--- src/rtl/core/assert_macros.svh ---
// assertion macros shared by the alu modules
// no dependencies
`ifndef ASSERT_MACROS_SVH
`define ASSERT_MACROS_SVH

// check that a implies b on the same edge
`define ASSERT_IMPLIES(label, clk, rst, a, b) \
  label: assert property (@(posedge clk) disable iff (rst) (a) |-> (b)) \
    else $error("implication failed");

// check that a implies b on the next edge
`define ASSERT_NEXT(label, clk, rst, a, b) \
  label: assert property (@(posedge clk) disable iff (rst) (a) |=> (b)) \
    else $error("next-cycle implication failed");

`endif

--- src/rtl/core/sfpa_pkg.sv ---
// shared types and constants for the saturating fixed-point alu
// no dependencies
`timescale 1ns / 1ps
package sfpa_pkg;

  localparam logic [1:0] ACT_ADD = 2'd0;
  localparam logic [1:0] ACT_SUB = 2'd1;
  localparam logic [1:0] ACT_MUL = 2'd2;
  localparam logic [1:0] ACT_DIV = 2'd3;

  localparam logic [1:0] FMT_Q4_12  = 2'd0;
  localparam logic [1:0] FMT_Q16_16 = 2'd1;
  localparam logic [1:0] FMT_Q24_8  = 2'd2;
  localparam logic [1:0] FMT_Q48_16 = 2'd3;

  localparam logic signed [63:0] MAX16 = 64'sh7FFF;
  localparam logic signed [63:0] MIN16 = -64'sh8000;
  localparam logic signed [63:0] MAX32 = 64'sh7FFFFFFF;
  localparam logic signed [63:0] MIN32 = -64'sh80000000;
  localparam logic signed [63:0] MAX64 = 64'sh7FFFFFFFFFFFFFFF;
  localparam logic signed [63:0] MIN64 = 64'sh8000000000000000;

  // classified item handed from front to back
  typedef struct packed {
    logic [1:0]         action;
    logic [1:0]         format;
    logic signed [63:0] a;
    logic signed [63:0] b;
  } item_t;

  function automatic logic signed [63:0] fmt_max(input logic [1:0] f);
    case (f)
      FMT_Q4_12:  fmt_max = MAX16;
      FMT_Q48_16: fmt_max = MAX64;
      default:    fmt_max = MAX32;
    endcase
  endfunction

  function automatic logic signed [63:0] fmt_min(input logic [1:0] f);
    case (f)
      FMT_Q4_12:  fmt_min = MIN16;
      FMT_Q48_16: fmt_min = MIN64;
      default:    fmt_min = MIN32;
    endcase
  endfunction

endpackage

--- src/rtl/core/sfpa_front.sv ---
// front end: accepts items, sign-extends operands by format, feeds the queue
// depends on sfpa_pkg
`timescale 1ns / 1ps
module sfpa_front (
  input  logic                 start,
  input  logic [1:0]           action,
  input  logic [1:0]           format,
  input  logic signed [63:0]   operand_a,
  input  logic signed [63:0]   operand_b,
  input  logic                 q_full,
  output logic                 busy,
  output logic                 push,
  output sfpa_pkg::item_t      push_item
);
  import sfpa_pkg::*;

  assign busy = q_full;
  assign push = start && !q_full;

  always_comb begin
    push_item.action = action;
    push_item.format = format;
    case (format)
      FMT_Q4_12: begin
        push_item.a = {{48{operand_a[15]}}, operand_a[15:0]};
        push_item.b = {{48{operand_b[15]}}, operand_b[15:0]};
      end
      FMT_Q48_16: begin
        push_item.a = operand_a;
        push_item.b = operand_b;
      end
      default: begin
        push_item.a = {{32{operand_a[31]}}, operand_a[31:0]};
        push_item.b = {{32{operand_b[31]}}, operand_b[31:0]};
      end
    endcase
  end

endmodule

--- config.mk ---
export PLATFORM = sky130hd
export DESIGN_NAME = sfpa_front
export DESIGN_NICKNAME = d
export VERILOG_FILES = /design/src/rtl/core/assert_macros.svh /design/src/rtl/core/sfpa_pkg.sv /design/src/rtl/core/sfpa_front.sv
export SDC_FILE = /design/constraint.sdc
export NUM_CORES = 1
export LEC_CHECK = 0
export BUFFER_PORTS_ARGS = -buffer_cell sky130_fd_sc_hd__buf_2
export CAP_MARGIN = 40
export CORE_AREA = 3 3 103 105
export DETAILED_ROUTE_END_ITERATION = 12
export DIE_AREA = 0 0 106 108
export SLEW_MARGIN = 20
export SYNTH_ARGS = -nofsm -noshare
export SYNTH_HDL_FRONTEND = slang
export SYNTH_SLANG_ARGS = --single-unit
--- constraint.sdc ---
create_clock -name vclk -period 3.2
set_input_delay 0.48 -clock vclk [all_inputs]
set_output_delay 0.48 -clock vclk [all_outputs]
set_load 0.02 [all_outputs]
* Word-level counts from Yosys, hierarchy flattened *
Cells that the tools add are included.

storage, ports and cells
  bits in registers = 0
  output and inout port bits = 134
  word-level logic and storage cells = 5

operators by class
  multiplexer cells = 1
  reductions and logical operators = 3
  eq/ne operators = 1

operators with widths
  operator                               number
  one-hot mux 128 bit (2 select lines)   1
  == test 2 bit (second input constant)  1
  zero test 2 bit                        1
  logical AND 1 bit                      1
  zero test 1 bit                        1

* Depth between registers and ports, before layout *
  word-level depth = 2
  gate-level depth with buffers = 6

* Worst setup path after synthesis *
OpenSTA, ideal clock, no wires.

  path type = in2out
  from = input format[0]
  to = output push_item[100] (netlist name)
  data required time = 2.720 ns
  slack = 1.102 ns
  stages = 6
  arrival = 1.618 ns
  path through = inv_1 > ha_1 > nor2b_1 > clkbuf_1 > buf_6 > a21oi_1

RTL lines
  item         line              source
  from (decl)  sfpa_front.sv:7   input logic [1:0] format,
  to (decl)    sfpa_front.sv:13  output sfpa_pkg::item_t push_item

==> summary.md <==
| Metric | Value |
|---|---|
| Post-Synth Adder-Cell Area | `1.80%` |
| P_int | `221 uW` |
| Switching Share | `63.6%` |
| Sequential Area | `0 um2` |
| Syn. warnings | `0` |
| Overall Global Routing Usage | `just under 9%` |
| Critical Path Source Type | `input pin` |
| Layout cells sized above 1 | `56.3%` |
| Routed length per instance | `11.6 um` |
| FF+latch count | `0` |
| N_diodes | `0` |
| Slew Viols, Final | `0` |
| VDD IR max | `91.5 uV` |
| Input/output buffers | `a little over 200` |
| Post-Syn Instances | `between 200 and 250` |
| Placed Cells incl. Taps | `514` |
| Synth cell types | `12` |
| Total gr overflow | `0` |
| Routed Antenna Nets | `0` |
| Period utilization | `between 70% and 80%` |
| Worst Path Max Fanout | `22` |
| Cell area after synthesis | `roughly 1400 um2` |
| Core area | `9730 um2` |
| Hold_buf cts | `0` |
| Pin count of the biggest net entering global routing | `65` |
| PD cells | `283 nW/um2` |
| Drt first-iter violations | `105` |
| Endpoints failing setup | `0` |
| Vias in the first global route | `1,806` |
| GPL Wtd Cong | `0.751` |
| Clock power frac | `0%` |
| Switch Pwr | `between 300 and 400 uW` |
| Rows | `36` |
| Vias | `between 2,000 and 2,500` |
| Register area share after synthesis | `0%` |
| PostCTS Resize Cnt | `0` |
| Remaining DRCs | `0` |
| Antenna violations before repair | `0` |
| Final Critical Period | `roughly 2.5 ns` |
| Compound-Gate Fraction of Synth Area | `between 40% and 50%` |
| Kind of critical path | `in2out` |
| # Post-CTS Setup Buffers | `0` |
| First-pass GRT wire length | `a little under 9000 um` |
| IO Pins | `268` |
| Critical path required time | `roughly 2.7 ns` |
| Post-DR vias/cell | `around 4` |
| Post-synthesis average cell area | `roughly 5.9 um2` |
| Hold Path Class | `in2out` |
| Final WL | `5950 um` |
| Pre-antenna DRT Iters | `6` |
| RSZ-0062 raised after global routing | `no` |
| Worst-Margin Slew | `0.579 ns` |
| Leak | `roughly 1.4 nW` |
| Sequential power share | `0%` |
| Main combinational cell family by area after synthesis | `compound AO/OA/AOI/OAI gates` |
| Syn nets | `374` |
| Post-Layout Cell Count | `515` |
| FMAX | `between 300 and 400 MHz` |
| Critical Path Sink Type | `primary output` |
| Die Wd | `106 um` |
| Layout clock buffers | `0` |
| Slew headroom | `61.4%` |
| Setup total negative slack | `0 ns` |
| Final net count | `520` |
| Post-synthesis mux area share | `0%` |
| Initial Util | `14.3%` |
| WP data arrival | `2.06 ns` |
| Synth-to-Final Area Change | `53.6%` |
| Detailed Place HPWL | `4940 um` |
| Synth Area in XOR/XNOR | `0%` |
| Die Ht | `108 um` |
| Logic gate share of total power | `between 90% and 100%` |
| Status | `finished clean` |
| Final hold violations | `0` |
| Die area | `11,400 um2` |
| Max Cap Viol | `0` |
| Simple-gate share of the synthesized area | `between 20 and 25%` |
## final cells by class
class | count | area (um2)
Multi-Input combinational cell | 170 | 893
Timing Repair Buffer | 210 | 1070
Fill cell | 1114 | 7590
Inverter | 2 | 7.51
Tap cell | 133 | 166
## worst paths after layout
check / startpoint / to / slack (ns) / cells after the start
worst max-delay path: format[0] / push_item[49] / 0.66 / 7
worst min-delay path: operand_b[13] / push_item[13] / 0.96 / 0
## routing by layer
layer	wire, um	global-route usage, %	vias to the layer above
met1	2320	10.9	883
met2	2920	16.3	117
met5	0	0	-
li1	-	-	1036
met4	112	1.76	0
met3	600	1.79	16
## per-stage QoR
stage	cell area, um2	total power [mW]	hold slack [ns]	setup slack, ns	utilization (%)
detailed placement	2130	0.606	0.960	0.555	21.8
global route	2140	0.657	0.960	0.516	22.0
CTS	2130	0.609	0.960	0.534	21.8
global placement	2130	0.601	0.960	0.653	21.8
finish	2140	0.607	0.960	0.663	22.0
floorplan	1390	0.462	1.04	1.10	-
## critical path: stages
cell     delay [ns]
buf_2          0.10
inv_1          0.04
ha_1           0.37
a21oi_2        0.44
buf_4          0.33
a21oi_1        0.11
buf_2          0.17
## cells in the mapped netlist, drive strengths merged
master	number	share of area, %
and3b	2	1.3
a21oi	66	24
nand2	64	17
buf	64	36
clkbuf	2	0.54
a21o	32	17
ha	2	1.8
inv	2	0.54
or2	1	0.45
nor2b	3	1.3
## power by group through the flow
| stage | clock (mW) | sequential, mW | combinational (mW) |
|---|---|---|---|
| global route | 0 | 0 | 0.657 |
| CTS | 0 | 0 | 0.609 |
| floorplan | 0 | 0 | 0.462 |
| global placement | 0 | 0 | 0.601 |
| detailed placement | 0 | 0 | 0.606 |
| finish | 0 | 0 | 0.607 |
## cells by family (layout without fill, tap and decap cells)
kind of cell               count (synthesis)  in the layout
AOI/OAI and AO/OA                         98             98
buffers and inverters                     68            212
adders and majority gates                  2              2
and+or+nand+nor                           70             70
## cell usage in the layout (no fill, tap or decap), drive strengths merged
cell	instances
buf	210
ha	2
nor2b	3
a21o	32
nand2	64
a21oi	66
inv	2
and3b	2
or2	1
Note: power is estimated with default switching activity, not from simulation.
