### src/rtl/core/assert_macros.svh
// assertion macros shared by the alu modules
// no dependencies
`ifndef ASSERT_MACROS_SVH
`define ASSERT_MACROS_SVH

// check that a implies b on the same edge
`define ASSERT_IMPLIES(label, clk, rst, a, b) \
  label: assert property (@(posedge clk) disable iff (rst) (a) |-> (b)) \
    else $error("implication failed");

// check that a implies b on the next edge
`define ASSERT_NEXT(label, clk, rst, a, b) \
  label: assert property (@(posedge clk) disable iff (rst) (a) |=> (b)) \
    else $error("next-cycle implication failed");

`endif

### src/rtl/core/sfpa_pkg.sv
// shared types and constants for the saturating fixed-point alu
// no dependencies
`timescale 1ns / 1ps
package sfpa_pkg;

  localparam logic [1:0] ACT_ADD = 2'd0;
  localparam logic [1:0] ACT_SUB = 2'd1;
  localparam logic [1:0] ACT_MUL = 2'd2;
  localparam logic [1:0] ACT_DIV = 2'd3;

  localparam logic [1:0] FMT_Q4_12  = 2'd0;
  localparam logic [1:0] FMT_Q16_16 = 2'd1;
  localparam logic [1:0] FMT_Q24_8  = 2'd2;
  localparam logic [1:0] FMT_Q48_16 = 2'd3;

  localparam logic signed [63:0] MAX16 = 64'sh7FFF;
  localparam logic signed [63:0] MIN16 = -64'sh8000;
  localparam logic signed [63:0] MAX32 = 64'sh7FFFFFFF;
  localparam logic signed [63:0] MIN32 = -64'sh80000000;
  localparam logic signed [63:0] MAX64 = 64'sh7FFFFFFFFFFFFFFF;
  localparam logic signed [63:0] MIN64 = 64'sh8000000000000000;

  // classified item handed from front to back
  typedef struct packed {
    logic [1:0]         action;
    logic [1:0]         format;
    logic signed [63:0] a;
    logic signed [63:0] b;
  } item_t;

  function automatic logic signed [63:0] fmt_max(input logic [1:0] f);
    case (f)
      FMT_Q4_12:  fmt_max = MAX16;
      FMT_Q48_16: fmt_max = MAX64;
      default:    fmt_max = MAX32;
    endcase
  endfunction

  function automatic logic signed [63:0] fmt_min(input logic [1:0] f);
    case (f)
      FMT_Q4_12:  fmt_min = MIN16;
      FMT_Q48_16: fmt_min = MIN64;
      default:    fmt_min = MIN32;
    endcase
  endfunction

endpackage

### src/rtl/core/sfpa_queue.sv
// short fifo between the front end and the execution back end
// depends on sfpa_pkg
`timescale 1ns / 1ps
module sfpa_queue #(
  parameter int Depth = 4
) (
  input  logic             clk,
  input  logic             rst,
  input  logic             push,
  input  sfpa_pkg::item_t  push_item,
  input  logic             pop,
  output logic             full,
  output logic             empty,
  output sfpa_pkg::item_t  head
);
  import sfpa_pkg::*;
  `include "assert_macros.svh"

  localparam int AW = (Depth > 1) ? $clog2(Depth) : 1;

  item_t         mem [Depth];
  logic [AW-1:0] wptr;
  logic [AW-1:0] rptr;
  logic [AW:0]   count;

  assign full  = (count == (AW + 1)'(Depth));
  assign empty = (count == '0);
  assign head  = mem[rptr];

  always_ff @(posedge clk) begin
    if (push) begin
      mem[wptr] <= push_item;
    end
  end

  always_ff @(posedge clk) begin
    if (rst) begin
      wptr  <= '0;
      rptr  <= '0;
      count <= '0;
    end else begin
      if (push) begin
        wptr <= (wptr == AW'(Depth - 1)) ? '0 : wptr + 1'b1;
      end
      if (pop) begin
        rptr <= (rptr == AW'(Depth - 1)) ? '0 : rptr + 1'b1;
      end
      count <= count + (AW + 1)'(push) - (AW + 1)'(pop);
    end
  end

  `ASSERT_IMPLIES(a_no_overflow, clk, rst, full, !push)
  `ASSERT_IMPLIES(a_no_underflow, clk, rst, empty, !pop)
  `ASSERT_NEXT(a_count_grows, clk, rst, push && !pop, count == $past(count) + 1'b1)

endmodule

### config.mk
export PLATFORM = sky130hd
export DESIGN_NAME = sfpa_queue
export DESIGN_NICKNAME = d
export VERILOG_FILES = /design/src/rtl/core/sfpa_pkg.sv /design/src/rtl/core/sfpa_queue.sv
export VERILOG_INCLUDE_DIRS = /design/src /design/src/rtl/core
export SDC_FILE = /design/constraint.sdc
export NUM_CORES = 1
export LEC_CHECK = 0
export ABC_AREA = 1
export BUFFER_PORTS_ARGS = -buffer_cell sky130_fd_sc_hd__buf_2
export CAP_MARGIN = 20
export CORE_UTILIZATION = 40
export DETAILED_ROUTE_END_ITERATION = 12
export GPL_TIMING_DRIVEN = 0
export MAX_ROUTING_LAYER = met4
export PLACE_DENSITY_LB_ADDON = 0.25
export SLEW_MARGIN = 20
export SYNTH_ARGS = -nofsm -noshare
export SYNTH_HDL_FRONTEND = slang
export SYNTH_SLANG_ARGS = --single-unit
### constraint.sdc
create_clock -name clk -period 9.55 [get_ports clk]
set_input_delay 1.91 -clock clk [delete_from_list [all_inputs] [get_ports clk]]
set_output_delay 1.91 -clock clk [all_outputs]
set_load 0.02 [all_outputs]
# Yosys cells after proc, flatten, opt, wreduce, memory -nomap -nowiden
# Memories as Yosys holds them, arrays and structs flattened. A register that Yosys moved wholly into a read port is not among the register bits.
# Index checks and enable logic that the tools add are counted.
# word_totals
regBits	7
ram_bits	528
in_bits	136
out_inout_bits	134
elab_cells	18
memories	1
# classes
addsub	4
eq_ne	3
n_mux	6
n_reduce_logical	1
# memory_table
memory	words	width	read_ports	rd_ports_with_merged_regs	wr	line_no	rtl
mem	4	132	1	1	1	sfpa_queue.sv:21	item_t mem [Depth];
# ops
op	count
2-to-1 mux 2 bit	4
adder 2 x 1 -> 2 bit, second input constant	2
== test 2 bit, second input constant	2
adder 3 x 1 -> 3 bit	1
== test 3 bit, second input constant	1
zero test 3 bit	1
subtractor 3 x 1 -> 3 bit	1
2-to-1 mux 1 bit	2

# Depth between registers and ports, before layout
# Gate-level depths: netlist of the first run.
# logic_depth
ltp_word	4
mapped_depth	8
mapped_depth_nobuf	8

# Least setup slack after synthesis of the first run
# No wires, ideal clock.
# synth_path
path_kind	input-to-reg
startpoint	input port push
endpoint	memory mem[3][0] (netlist bit) (enable)
setup_time_ps	486
arrival_time_ps	4674
required_time_ps	9064
path_slack_ps	4390
stages	3
path_cell_list	buf_2 nand2_1 inv_1
# synth_between
elab_chain_len	2
# synth_rtl
element	line_no	rtl
start, declared	sfpa_queue.sv:9	input logic push,
2-to-1 mux 1 bit	sfpa_queue.sv:31	if (push) begin
2-to-1 mux 1 bit (implied by the code)	sfpa_queue.sv:32	mem[wptr] <= push_item;
end, declared	sfpa_queue.sv:21	
# Every way passes these cells.

==> metrics.log, run 1 <==
INFO  metric status = completed
INFO  metric avgRoutedWirePerCell = 19.1 um
INFO  metric static-leakage-power = 10.0 nW
INFO  metric synth-adder-area-share = 0.00506
INFO  metric relSlewSlack = 0.547
INFO  metric power_per_cell_area = 217 mW/mm^2
INFO  metric hold_path.class = flip-flop to flip-flop
INFO  metric detailed_place.area = 0.0236 mm^2
INFO  metric synth.net_count = 1,743
INFO  metric global_route.overflow_total = 0
INFO  metric worstPathMaxFanout = 10
INFO  metric first_pass_iters = 4
INFO  metric synth_top_family_by_area = compound AO/OA/AOI/OAI gates
INFO  metric worst_setup_path_start_kind = flip-flop
INFO  metric power.ir.vdd_worst = 169 uV
INFO  metric timing.final.crit_period = 3.99 ns
INFO  metric gp_congestion = 0.801
INFO  metric rr_endpoint = mem[2][37]
INFO  metric met3WireLength = 3.65 mm
INFO  metric ctsResizeCount = 0
INFO  metric synth_compound_area_frac = 0.110
INFO  metric clock_slew_at_reported_path_ffs = 0.06 ns
INFO  metric drt_first_iter_violations = 785
INFO  metric htree_levels = 2
INFO  metric synthesis.yosys.warnings = 0
INFO  metric post-route-period-util = 0.418
INFO  metric via_count_of_the_first_global_routing_pass = 13,100
INFO  metric wl_met2 = 24.6 mm
INFO  metric maxClockFrequency = 250 MHz
INFO  metric synth-simple-area-share = 0.0505
INFO  metric worstSetupEndpointType = output pin
INFO  metric grtUsageTotal = 0.194
INFO  metric tritoncts_clock_tree = done
INFO  metric chipWidth = 233 um
INFO  metric place_inst = 2,560
INFO  metric clock_latency = 0.62 ns
INFO  metric grt_start_max_net_pins = 78
INFO  metric clock_sink_count = 537
INFO  metric synth.cell_area = 0.0213 mm^2
INFO  metric yosys-mux-area-fraction = 0
INFO  metric start_util = 0.405
INFO  metric timing.setup.tns = 0 ns
INFO  metric start_to_end_type_of_the_worst_setup_path = flip-flop to output pin
INFO  metric synthXorXnorAreaFrac = 0.000412
INFO  metric postCtsSetupBuffers = 0
INFO  metric yosysSeqAreaShare = 0.754
INFO  metric die_y = 233 um
INFO  metric clock_tree.buffer_depth = 3
INFO  metric detailedPlacementHpwl = 31.3 mm
INFO  metric synth-edff-count = 528
INFO  metric first_pass_grt_wire_length = 76.6 mm
INFO  metric synthTopCellsByArea = sky130_fd_sc_hd__edfxtp_1 75%, sky130_fd_sc_hd__inv_1 4.9%, sky130_fd_sc_hd__nand2_1 4.8%, sky130_fd_sc_hd__o211ai_1 4.7%, sky130_fd_sc_hd__a21oi_1 3.2%
INFO  metric postCtsHoldBufs = 0
INFO  metric syn_area_per_cell = 13.3 um^2
INFO  metric ff2ff_path_depth = 5
INFO  metric pin_count = 270
INFO  metric fin_cells = 2,678
INFO  metric ys_top_cells_by_count = 528 x sky130_fd_sc_hd__edfxtp_1, 279 x sky130_fd_sc_hd__inv_1, 273 x sky130_fd_sc_hd__nand2_1, 135 x sky130_fd_sc_hd__a21oi_1, 132 x sky130_fd_sc_hd__o211ai_1
INFO  metric hold_viol_final = 0
INFO  metric top_layer = met4
INFO  metric finalPower = 5.52 mW
INFO  metric root_buffer = sky130_fd_sc_hd__clkbuf_16
INFO  metric layout-drive-gt1-share = 0.222
INFO  metric hold_depth = 2
INFO  metric launching_point_of_the_worst_reg2reg_path = wptr[0]
INFO  metric post-route-drc-count = 0
INFO  metric max_cap_viol_count = 0
INFO  metric rsz0062_at_grt = false
INFO  metric synth-seq-cells = 537
INFO  metric synth_ff_type = sky130_fd_sc_hd__edfxtp_1
INFO  metric final.setup.worst_slack = 5.56 ns
INFO  metric synth_area_leader_cell = sky130_fd_sc_hd__edfxtp_1
INFO  metric tightest_slew = 0.680 ns
INFO  metric whs = 0.549 ns
INFO  metric final.setup_skew = 0.0275 ns
INFO  metric core_region_area = 0.0526 mm^2
INFO  metric finalWirelength = 51.1 mm
INFO  metric timing.critical_path.required = 7.64 ns
INFO  metric r2r_setup_slack = 7.51 ns
INFO  metric synthesis.instances = 1,599
INFO  metric design.die.area = 0.0541 mm^2
INFO  metric std_cell_rows = 84
INFO  metric placement.setup.worst_slack = 5.88 ns
INFO  metric setup_viol = 0
INFO  metric cp.arrival = 2.08 ns
INFO  metric drt-vias-per-instance = 4.84
INFO  metric synth_async_sr_flop_share = 0
INFO  metric worst_hold_startpoint = rptr[0]
INFO  metric vias = 13,000
INFO  metric antenna_found_initial = 14
INFO  metric ant_nets = 0
INFO  metric port_buffers = 269
INFO  metric report.final.slew_viol_count = 0
INFO  metric post-route-util = 0.484
INFO  metric synth_largest_type_area_fraction = 0.745
INFO  metric final_net_count = 2,075
INFO  metric met1_length = 21.8 mm
INFO  metric post-synth-top-count-cell = sky130_fd_sc_hd__edfxtp_1
INFO  metric area_growth = 19.6%
INFO  metric final_area = 0.0254 mm^2
INFO  metric yosysUniqueCellTypes = 18
INFO  metric numCtsBuffers = 57
## logic make-up after synthesis
family,after synthesis
DFF,537
AOI/OAI and AO/OA,400
buffers and inverters,368
and+or+nand+nor,285
adders and majority gates,8
xor gates and xnor gates,1
## how the worst max path moves through the flow
stage / end
detailed placement: mem[3][66]
CTS: head[44]
floorplan: mem[3][0]
finish: head[44]
global placement: mem[3][64]
global route: head[44]
## worst max-delay path, cell delays in order, from the launching register on
cell and delay, ns:
sky130_fd_sc_hd__dfxtp_1 0.33, sky130_fd_sc_hd__buf_2 0.34, sky130_fd_sc_hd__buf_2 0.34, sky130_fd_sc_hd__o211ai_1 0.13
sky130_fd_sc_hd__nand2_1 0.14, sky130_fd_sc_hd__buf_2 0.18
## flip-flops by register name, indices dropped and copies added (netlist names), named ones only
| signal | flops |
|---|---|
| rptr | 2 |
| wptr | 2 |
| count | 3 |
| mem | 528 |
## metal layers
layer  track usage  vias to the layer above
met5             -                        -
met4        0.0525                        0
met3        0.0504                       72
met2         0.308                      326
met1         0.246                     6301
li1              -                     6265
## where the power goes
part	switching, mW	leakage [nW]	internal, mW
clock network	0.885	0.867	1.23
logic	0.466	4.23	0.203
registers	0.0255	4.92	2.71
total	1.38	10.0	4.15
## cell type report
class	count	area, um^2
diodes	14	35.0
plain buffers	89	671
clock buffers	75	1540
clock inverters	29	256
fillers	4630	27100
inverters	279	1080
multi-input cells	694	3520
flip-flops and latches	537	16000
well taps	688	861
repair buffers	273	1460
## placed cells by master (no fill, tap or decap), drive strengths merged, types with 7 or more instances in the layout
| cell | count |
|---|---|
| nand2 | 273 |
| o21ai | 133 |
| nor2 | 9 |
| diode | 14 |
| dfxtp | 9 |
| clkbuf | 87 |
| edfxtp | 528 |
| ha | 7 |
| o211ai | 132 |
| inv | 280 |
| buf | 350 |
| a21oi | 135 |
| clkinv | 23 |
(Power assumes the default switching activity.)
==> run 2: changes to the inputs <==
ABC_AREA = 0   (was 1)
clock period = 3.9 ns   (was 9.55 ns; I/O delays follow)
==> metrics.log, run 2 <==
INFO  metric layout-drive-gt1-share = 0.471 (+0.249)
INFO  metric synth-adder-area-share = 0.00552 (+0.000464)
INFO  metric grt_start_max_net_pins = 42 (-46%)
INFO  metric comb_power_share = 0.095 (-0.026)
INFO  metric synth_top_family_by_area = multiplexers
INFO  metric start_util = 0.406 (+0.00161)
INFO  metric timing.setup.tns = 0 ns (unchanged)
INFO  metric net-switching-power = 2.89 mW (+110%)
INFO  metric max_cap_viol_count = 0 (unchanged)
INFO  metric std_cell_rows = 80 (-4.8%)
INFO  metric cp.arrival = 2.41 ns (+0.33 ns)
INFO  metric postCtsSetupBuffers = 0 (unchanged)
INFO  metric detailed_place.area = 0.0219 mm^2 (-7.3%)
INFO  metric drt_first_iter_violations = 412 (-48%)
INFO  metric post-synth-top-count-cell = sky130_fd_sc_hd__edfxtp_1
INFO  metric gp_congestion = 0.689 (-14%)
INFO  metric area_growth = 21.7%
INFO  metric tightest_slew = 0.741 ns (+0.0605 ns)
INFO  metric power_per_cell_area = 550 mW/mm^2 (+150%)
INFO  metric max_stage_delay = 0.40 ns (+0.06 ns)
INFO  metric layout_commonest_cell = sky130_fd_sc_hd__edfxtp_1
INFO  metric drt-vias-per-instance = 5.02 (+3.6%)
INFO  metric path_buf_inv = 4 (+1)
INFO  metric synthTopCellsByArea = sky130_fd_sc_hd__edfxtp_1 81%, sky130_fd_sc_hd__mux4_2 15%, sky130_fd_sc_hd__dfxtp_1 0.92%, sky130_fd_sc_hd__buf_6 0.58%, sky130_fd_sc_hd__ha_1 0.45%
INFO  metric synth.cell_area = 0.0195 mm^2 (-8.4%)
INFO  metric synth_area_leader_cell = sky130_fd_sc_hd__edfxtp_1
INFO  metric detailedPlacementHpwl = 23.6 mm (-25%)
INFO  metric hold_viol_final = 0 (unchanged)
INFO  metric die_y = 223 um (-4.3%)
INFO  metric syn_area_per_cell = 26.6 um^2 (+100%)
INFO  metric final.setup.worst_slack = 0.708 ns (-4.85 ns)
INFO  metric final_area = 0.0237 mm^2 (-6.8%)
INFO  metric finalWirelength = 38.1 mm (-26%)
INFO  metric postCtsHoldBufs = 0 (unchanged)
INFO  metric rsz0062_at_grt = false
INFO  metric worst_setup_path_start_kind = flip-flop
INFO  metric clock_latency = 0.59 ns (-0.03 ns)
INFO  metric status = completed
INFO  metric numCtsBuffers = 55 (-3.5%)
INFO  metric place_inst = 1,629 (-36%)
INFO  metric clock_tree.buffer_depth = 3 (unchanged)
INFO  metric worstPathCellList = buf_2, buf_2, buf_2, mux4_2, buf_2
INFO  metric htree_levels = 2 (unchanged)
INFO  metric register_with_the_most_flip_flops = mem
INFO  metric timing.critical_path.slowest_stage_cell = sky130_fd_sc_hd__buf_2
INFO  metric clock_sink_count = 537 (unchanged)
INFO  metric crit_family = buffers and inverters
INFO  metric pin_count = 270 (unchanged)
INFO  metric r2r_setup_slack = 1.99 ns (-5.52 ns)
INFO  metric synth_ff_type = sky130_fd_sc_hd__edfxtp_1
INFO  metric post-route-drc-count = 0 (unchanged)
INFO  metric relSlewSlack = 0.506 (-0.0404)
INFO  metric grtUsageTotal = 0.162 (-0.0318)
INFO  metric synth_largest_type_area_fraction = 0.814 (+0.0683)
INFO  metric chipWidth = 223 um (-4.3%)
INFO  metric worstPathMaxFanout = 10 (unchanged)
INFO  metric timing.critical_path.required = 3.12 ns (-4.52 ns)
INFO  metric synthesis.yosys.warnings = 0 (unchanged)
INFO  metric final_net_count = 1,215 (-41%)
INFO  metric setup_viol = 0 (unchanged)
INFO  metric p_int = 10.2 mW (+140%)
INFO  metric post-route-period-util = 0.819
INFO  metric ys_top_cells_by_count = 528 x sky130_fd_sc_hd__edfxtp_1, 132 x sky130_fd_sc_hd__mux4_2, 15 x sky130_fd_sc_hd__buf_2, 10 x sky130_fd_sc_hd__buf_6, 9 x sky130_fd_sc_hd__dfxtp_1
INFO  metric hold_path.class = input pin to flip-flop
INFO  metric vias = 8,740 (-33%)
INFO  metric synth-seq-cells = 537 (unchanged)
INFO  metric largest_register_ffs = 528 (unchanged)
INFO  metric power.share.sequential = 0.509 (+0.014)
INFO  metric synth-edff-count = 528 (unchanged)
INFO  metric sw_frac_of_total = 0.221 (-0.0279)
INFO  metric tritoncts_clock_tree = done
INFO  metric timing.final.crit_period = 3.19 ns
INFO  metric synth_compound_area_frac = 0.000514 (-0.109)
INFO  metric static-leakage-power = 7.98 nW (-20%)
INFO  metric avgRoutedWirePerCell = 21.9 um (+14%)
INFO  metric synthesis.instances = 733 (-54%)
INFO  metric clock_slew_at_reported_path_ffs = 0.06 ns (about the same)
INFO  metric p_clk_frac = 0.396 (+0.012)
INFO  metric power.ir.vdd_worst = 477 uV (+180%)
INFO  metric synth-simple-area-share = 0.00462 (-0.0458)
INFO  metric ant_nets = 0 (unchanged)
INFO  metric global_route.overflow_total = 0 (unchanged)
INFO  metric synth.net_count = 877 (-50%)
INFO  metric core_region_area = 0.0479 mm^2 (-8.8%)
INFO  metric maxClockFrequency = 313 MHz
INFO  metric design.die.area = 0.0496 mm^2 (-8.3%)
INFO  metric fin_cells = 1,742 (-35%)
INFO  metric root_buffer = sky130_fd_sc_hd__clkbuf_16
INFO  metric finalPower = 13.0 mW (+140%)
INFO  metric yosys-mux-area-fraction = 0.154 (+0.154)
INFO  metric placement.setup.worst_slack = 1.18 ns (-4.69 ns)
INFO  metric worstSetupEndpointType = output pin
INFO  metric start_to_end_type_of_the_worst_setup_path = flip-flop to output pin
INFO  metric final.setup_skew = 0.0217 ns (-0.00580 ns)
INFO  metric via_count_of_the_first_global_routing_pass = 9,406 (-28%)
INFO  metric top_regs = mem: 528 flops, count: 3 flops
INFO  metric cpMostUsedCell = sky130_fd_sc_hd__buf_2
INFO  metric first_pass_iters = 4 (unchanged)
INFO  metric yosysUniqueCellTypes = 19 (+1)
INFO  metric yosysSeqAreaShare = 0.823 (+0.0691)
INFO  metric top_library_cells_by_usage_in_the_layout_fill_and_taps_aside = 528 x sky130_fd_sc_hd__edfxtp_1, 284 x sky130_fd_sc_hd__buf_2, 132 x sky130_fd_sc_hd__mux4_2
INFO  metric final.fill_count = 3,877 (-16%)
INFO  metric antenna_found_initial = 9 (-5)
INFO  metric port_buffers = 269 (unchanged)
INFO  metric synth_async_sr_flop_share = 0 (unchanged)
INFO  metric ctsResizeCount = 0 (unchanged)
INFO  metric first_pass_grt_wire_length = 58.0 mm (-24%)
INFO  metric report.final.slew_viol_count = 0 (unchanged)
INFO  metric synthXorXnorAreaFrac = 0.00122 (+0.000808)
==> run 2: logic make-up (layout without fill, tap and decap cells) <==
| kind of cell | Yosys count | after routing |
|---|---|---|
| flip-flops | 537 | 537 |
| multiplexers | 134 | 134 |
| buffers and inverters | 36 | 418 |
| AND/OR/NAND/NOR | 15 | 15 |
| adder cells (fa/ha/maj) | 8 | 8 |
| AO/OA/AOI/OAI | 2 | 2 |
| XOR/XNOR | 1 | 1 |
| other | 0 | 12 |
==> run 2: through the flow <==
| step | hold slack (ns) | utilization |
|---|---|---|
| floorplan | 0.469 | - |
| global placement | 0.496 | 0.451 |
| global route | 0.363 | 0.495 |
| finish | 0.399 | 0.495 |
| CTS | 0.355 | 0.494 |
| detailed placement | 0.514 | 0.457 |
==> run 2: power groups by stage <==
| stage | clock [mW] | sequential (mW) | combinational (mW) |
|---|---|---|---|
| after global routing | 5.51 | 6.65 | 1.34 |
| after global placement | 0 | 6.78 | 1.23 |
| after CTS | 5.30 | 6.64 | 1.28 |
| after floorplan | 0 | 6.76 | 0.764 |
| after detailed placement | 0 | 6.76 | 1.28 |
| final | 5.16 | 6.64 | 1.24 |
==> run 2: routing by layer <==
metal  share of wire  GRT usage
met2            0.48      0.248
met1            0.43      0.207
met4           0.021     0.0514
met3           0.069     0.0504
met5               0          -
==> run 2: path summary, 6_finish.rpt <==
check / from / end / depth (start not counted)
setup / recovery: flip-flop / head[85] / 5
hold / removal: push_item[4] / mem[0][4] / 1
setup reg to reg: wptr[0] / mem[3][119] / 4
hold reg to reg: rptr[0] / rptr[0] / 2
==> run 2: final cells by class <==
cell class	count	area [um^2]	share of cell area
sequential	537	16000	0.676
multi-input combinational	160	3230	0.136
timing repair buffer	281	1630	0.0688
clock buffer	66	1460	0.0616
tap	615	769	0.0324
clock inverter	35	333	0.0140
buffer	30	206	0.00870
antenna	12	30.0	0.00127
inverter	6	22.5	0.000949
==> run 3: changes to the inputs <==
ABC_AREA = 1   (was 0)
clock period = 2.9 ns   (was 3.9 ns; I/O delays follow)
==> metrics.log, run 3 (same netlist as run 1, synthesis figures left out) <==
INFO  metric finalWirelength = 52.0 mm (+37%)
INFO  metric register_with_the_most_flip_flops = mem
INFO  metric power.ir.vdd_worst = 450 uV (-5.5%)
INFO  metric via_count_of_the_first_global_routing_pass = 12,800 (+36%)
INFO  metric start_util = 0.405 (-0.00161)
INFO  metric power_per_cell_area = 698 mW/mm^2 (+27%)
INFO  metric post-route-period-util = 0.953
INFO  metric worst_setup_path_start_kind = flip-flop
INFO  metric clock_sink_count = 537 (unchanged)
INFO  metric core_region_area = 0.0526 mm^2 (+9.6%)
INFO  metric final_net_count = 2,094 (+72%)
INFO  metric pin_count = 270 (unchanged)
INFO  metric launching_point_of_the_worst_reg2reg_path = wptr[0]
INFO  metric postCtsHoldBufs = 0 (unchanged)
INFO  metric global_route.overflow_total = 0 (unchanged)
INFO  metric timing.final.crit_period = 2.76 ns
INFO  metric htree_levels = 2 (unchanged)
INFO  metric setup_viol = 0 (unchanged)
INFO  metric grtUsageTotal = 0.197 (+0.0346)
INFO  metric layout.area.seq = 0.0160 mm^2 (unchanged)
INFO  metric port_buffers = 269 (unchanged)
INFO  metric first_pass_iters = 5 (+1)
INFO  metric whs = 0.197 ns (-0.201 ns)
INFO  metric worst_hold_path.endpoint = mem[0][81]
INFO  metric grt_start_max_net_pins = 28 (-33%)
INFO  metric chipWidth = 233 um (+4.4%)
INFO  metric die_y = 233 um (+4.4%)
INFO  metric std_cell_rows = 84 (+5.0%)
INFO  metric area_growth = 21.3%
INFO  metric ant_nets = 0 (unchanged)
INFO  metric numCtsBuffers = 57 (+3.6%)
INFO  metric maxClockFrequency = 362 MHz
INFO  metric clock_latency = 0.59 ns (about the same)
INFO  metric avgRoutedWirePerCell = 19.3 um (-12%)
INFO  metric max_cap_viol_count = 0 (unchanged)
INFO  metric clock_tree.buffer_depth = 3 (unchanged)
INFO  metric layout_commonest_cell = sky130_fd_sc_hd__edfxtp_1
INFO  metric hold_path.class = input pin to flip-flop
INFO  metric first_pass_grt_wire_length = 77.4 mm (+33%)
INFO  metric relSlewSlack = 0.652 (+0.146)
INFO  metric clock_slew_at_reported_path_ffs = 0.06 ns (about the same)
INFO  metric worst_hold_startpoint = push_item[81]
INFO  metric ff2ff_path_depth = 8 (+4)
INFO  metric worstSetupEndpointType = output pin
INFO  metric rr_endpoint = mem[2][39]
INFO  metric worstPathMaxFanout = 10 (unchanged)
INFO  metric cp.arrival = 2.18 ns (-0.23 ns)
INFO  metric top_regs = mem: 528 flops, count: 3 flops
INFO  metric gp_congestion = 0.760 (+10%)
INFO  metric drt_first_iter_violations = 801 (+94%)
INFO  metric tritoncts_clock_tree = done
INFO  metric design.die.area = 0.0541 mm^2 (+9.1%)
INFO  metric hold_depth = 1 (unchanged)
INFO  metric detailedPlacementHpwl = 33.8 mm (+43%)
INFO  metric tightest_slew = 0.521 ns (-0.220 ns)
INFO  metric top_library_cells_by_usage_in_the_layout_fill_and_taps_aside = 528 x sky130_fd_sc_hd__edfxtp_1, 303 x sky130_fd_sc_hd__buf_2, 275 x sky130_fd_sc_hd__inv_1
INFO  metric root_buffer = sky130_fd_sc_hd__clkbuf_16
INFO  metric drt-vias-per-instance = 4.86 (-3.1%)
INFO  metric largest_register_ffs = 528 (unchanged)
INFO  metric r2r_setup_slack = 0.67 ns (-1.32 ns)
INFO  metric multiInputGateArea = 0.00354 mm^2 (+9.4%)
INFO  metric postCtsSetupBuffers = 0 (unchanged)
INFO  metric fin_cells = 2,695 (+55%)
INFO  metric antenna_found_initial = 15 (+6)
INFO  metric ctsResizeCount = 0 (unchanged)
INFO  metric hold_viol_final = 0 (unchanged)
INFO  metric start_to_end_type_of_the_worst_setup_path = flip-flop to output pin
INFO  metric layout-drive-gt1-share = 0.233 (-0.238)
INFO  metric place_inst = 2,579 (+58%)
INFO  metric post-route-drc-count = 0 (unchanged)
INFO  metric status = completed
INFO  metric final.setup_skew = 0.0121 ns (-0.00955 ns)
INFO  metric vias = 13,100 (+50%)
INFO  metric rsz0062_at_grt = false
INFO  metric timing.critical_path.required = 2.32 ns (-0.80 ns)
INFO  metric report.final.slew_viol_count = 0 (unchanged)
INFO  metric final.fill_count = 4,628 (+19%)
INFO  metric static-leakage-power = 10.2 nW (+27%)
==> run 3: cell count changes in the layout (fill, tap and decap cells not counted), sizes merged, moves of 3 or more <==
cell	delta
mux4	-132
a21oi	+133
clkinv	-3
buf	+63
nand2	+273
nor2	+6
inv	+270
o21ai	+133
bufinv	-5
clkbuf	+20
and2	-4
o211ai	+132
==> run 3: worst max-delay path by stage <==
stage          depth (start not counted)  slack (ns)  startpoint         end
2_1_floorplan                          3       -0.20        push   mem[3][0]
3_3_place_gp                           4       -2.29        push  mem[3][68]
3_5_place_dp                           8        0.48        push  mem[2][70]
4_1_cts                                5        0.08   flip-flop    head[43]
5_1_grt                                5        0.02   flip-flop    head[48]
6_report                               5        0.14   flip-flop    head[44]
==> run 3: final cells by class <==
type,instances,share of cell area
sequential,537,0.621
tap,688,0.0334
timing repair buffer,292,0.0729
multi-input combinational,694,0.137
antenna,14,0.00136
inverter,279,0.0412
clock buffer,79,0.0608
buffer,89,0.0266
clock inverter,23,0.00553
==> run 3: metal layers <==
layer / up-vias / track usage / wire, um
li1: 6318 / - / -
met1: 6370 / 0.255 / 22600
met2: 332 / 0.307 / 24800
met3: 76 / 0.0512 / 3500
met4: 0 / 0.0521 / 1080
met5: - / - / 0
==> run 3: report_power, final <==
group	total [mW]	switching [mW]	internal (mW)
clock network	6.72	2.88	3.84
registers	9.00	0.0831	8.92
logic	2.29	1.56	0.737
==> run 3: critical path, stage by stage (launching register included) <==
cell	delay, ns
sky130_fd_sc_hd__dfxtp_1	0.34
sky130_fd_sc_hd__buf_2	0.43
sky130_fd_sc_hd__buf_2	0.37
sky130_fd_sc_hd__o211ai_1	0.13
sky130_fd_sc_hd__nand2_1	0.13
sky130_fd_sc_hd__buf_2	0.18
==> run 3: metrics by stage <==
stage                     instance area (um^2)  setup WS (ns)  power (mW)  setup TNS, ns  utilization
after floorplan                          21300         -0.199        10.5        -104.23            -
after global placement                   23500          -2.29        11.4       -1166.79        0.448
after detailed placement                 24100          0.480        11.5              0        0.458
after CTS                                25800         0.0813        18.2              0        0.490
after global routing                     25800         0.0196        18.7              0        0.491
final                                    25800          0.136        18.0              0        0.491
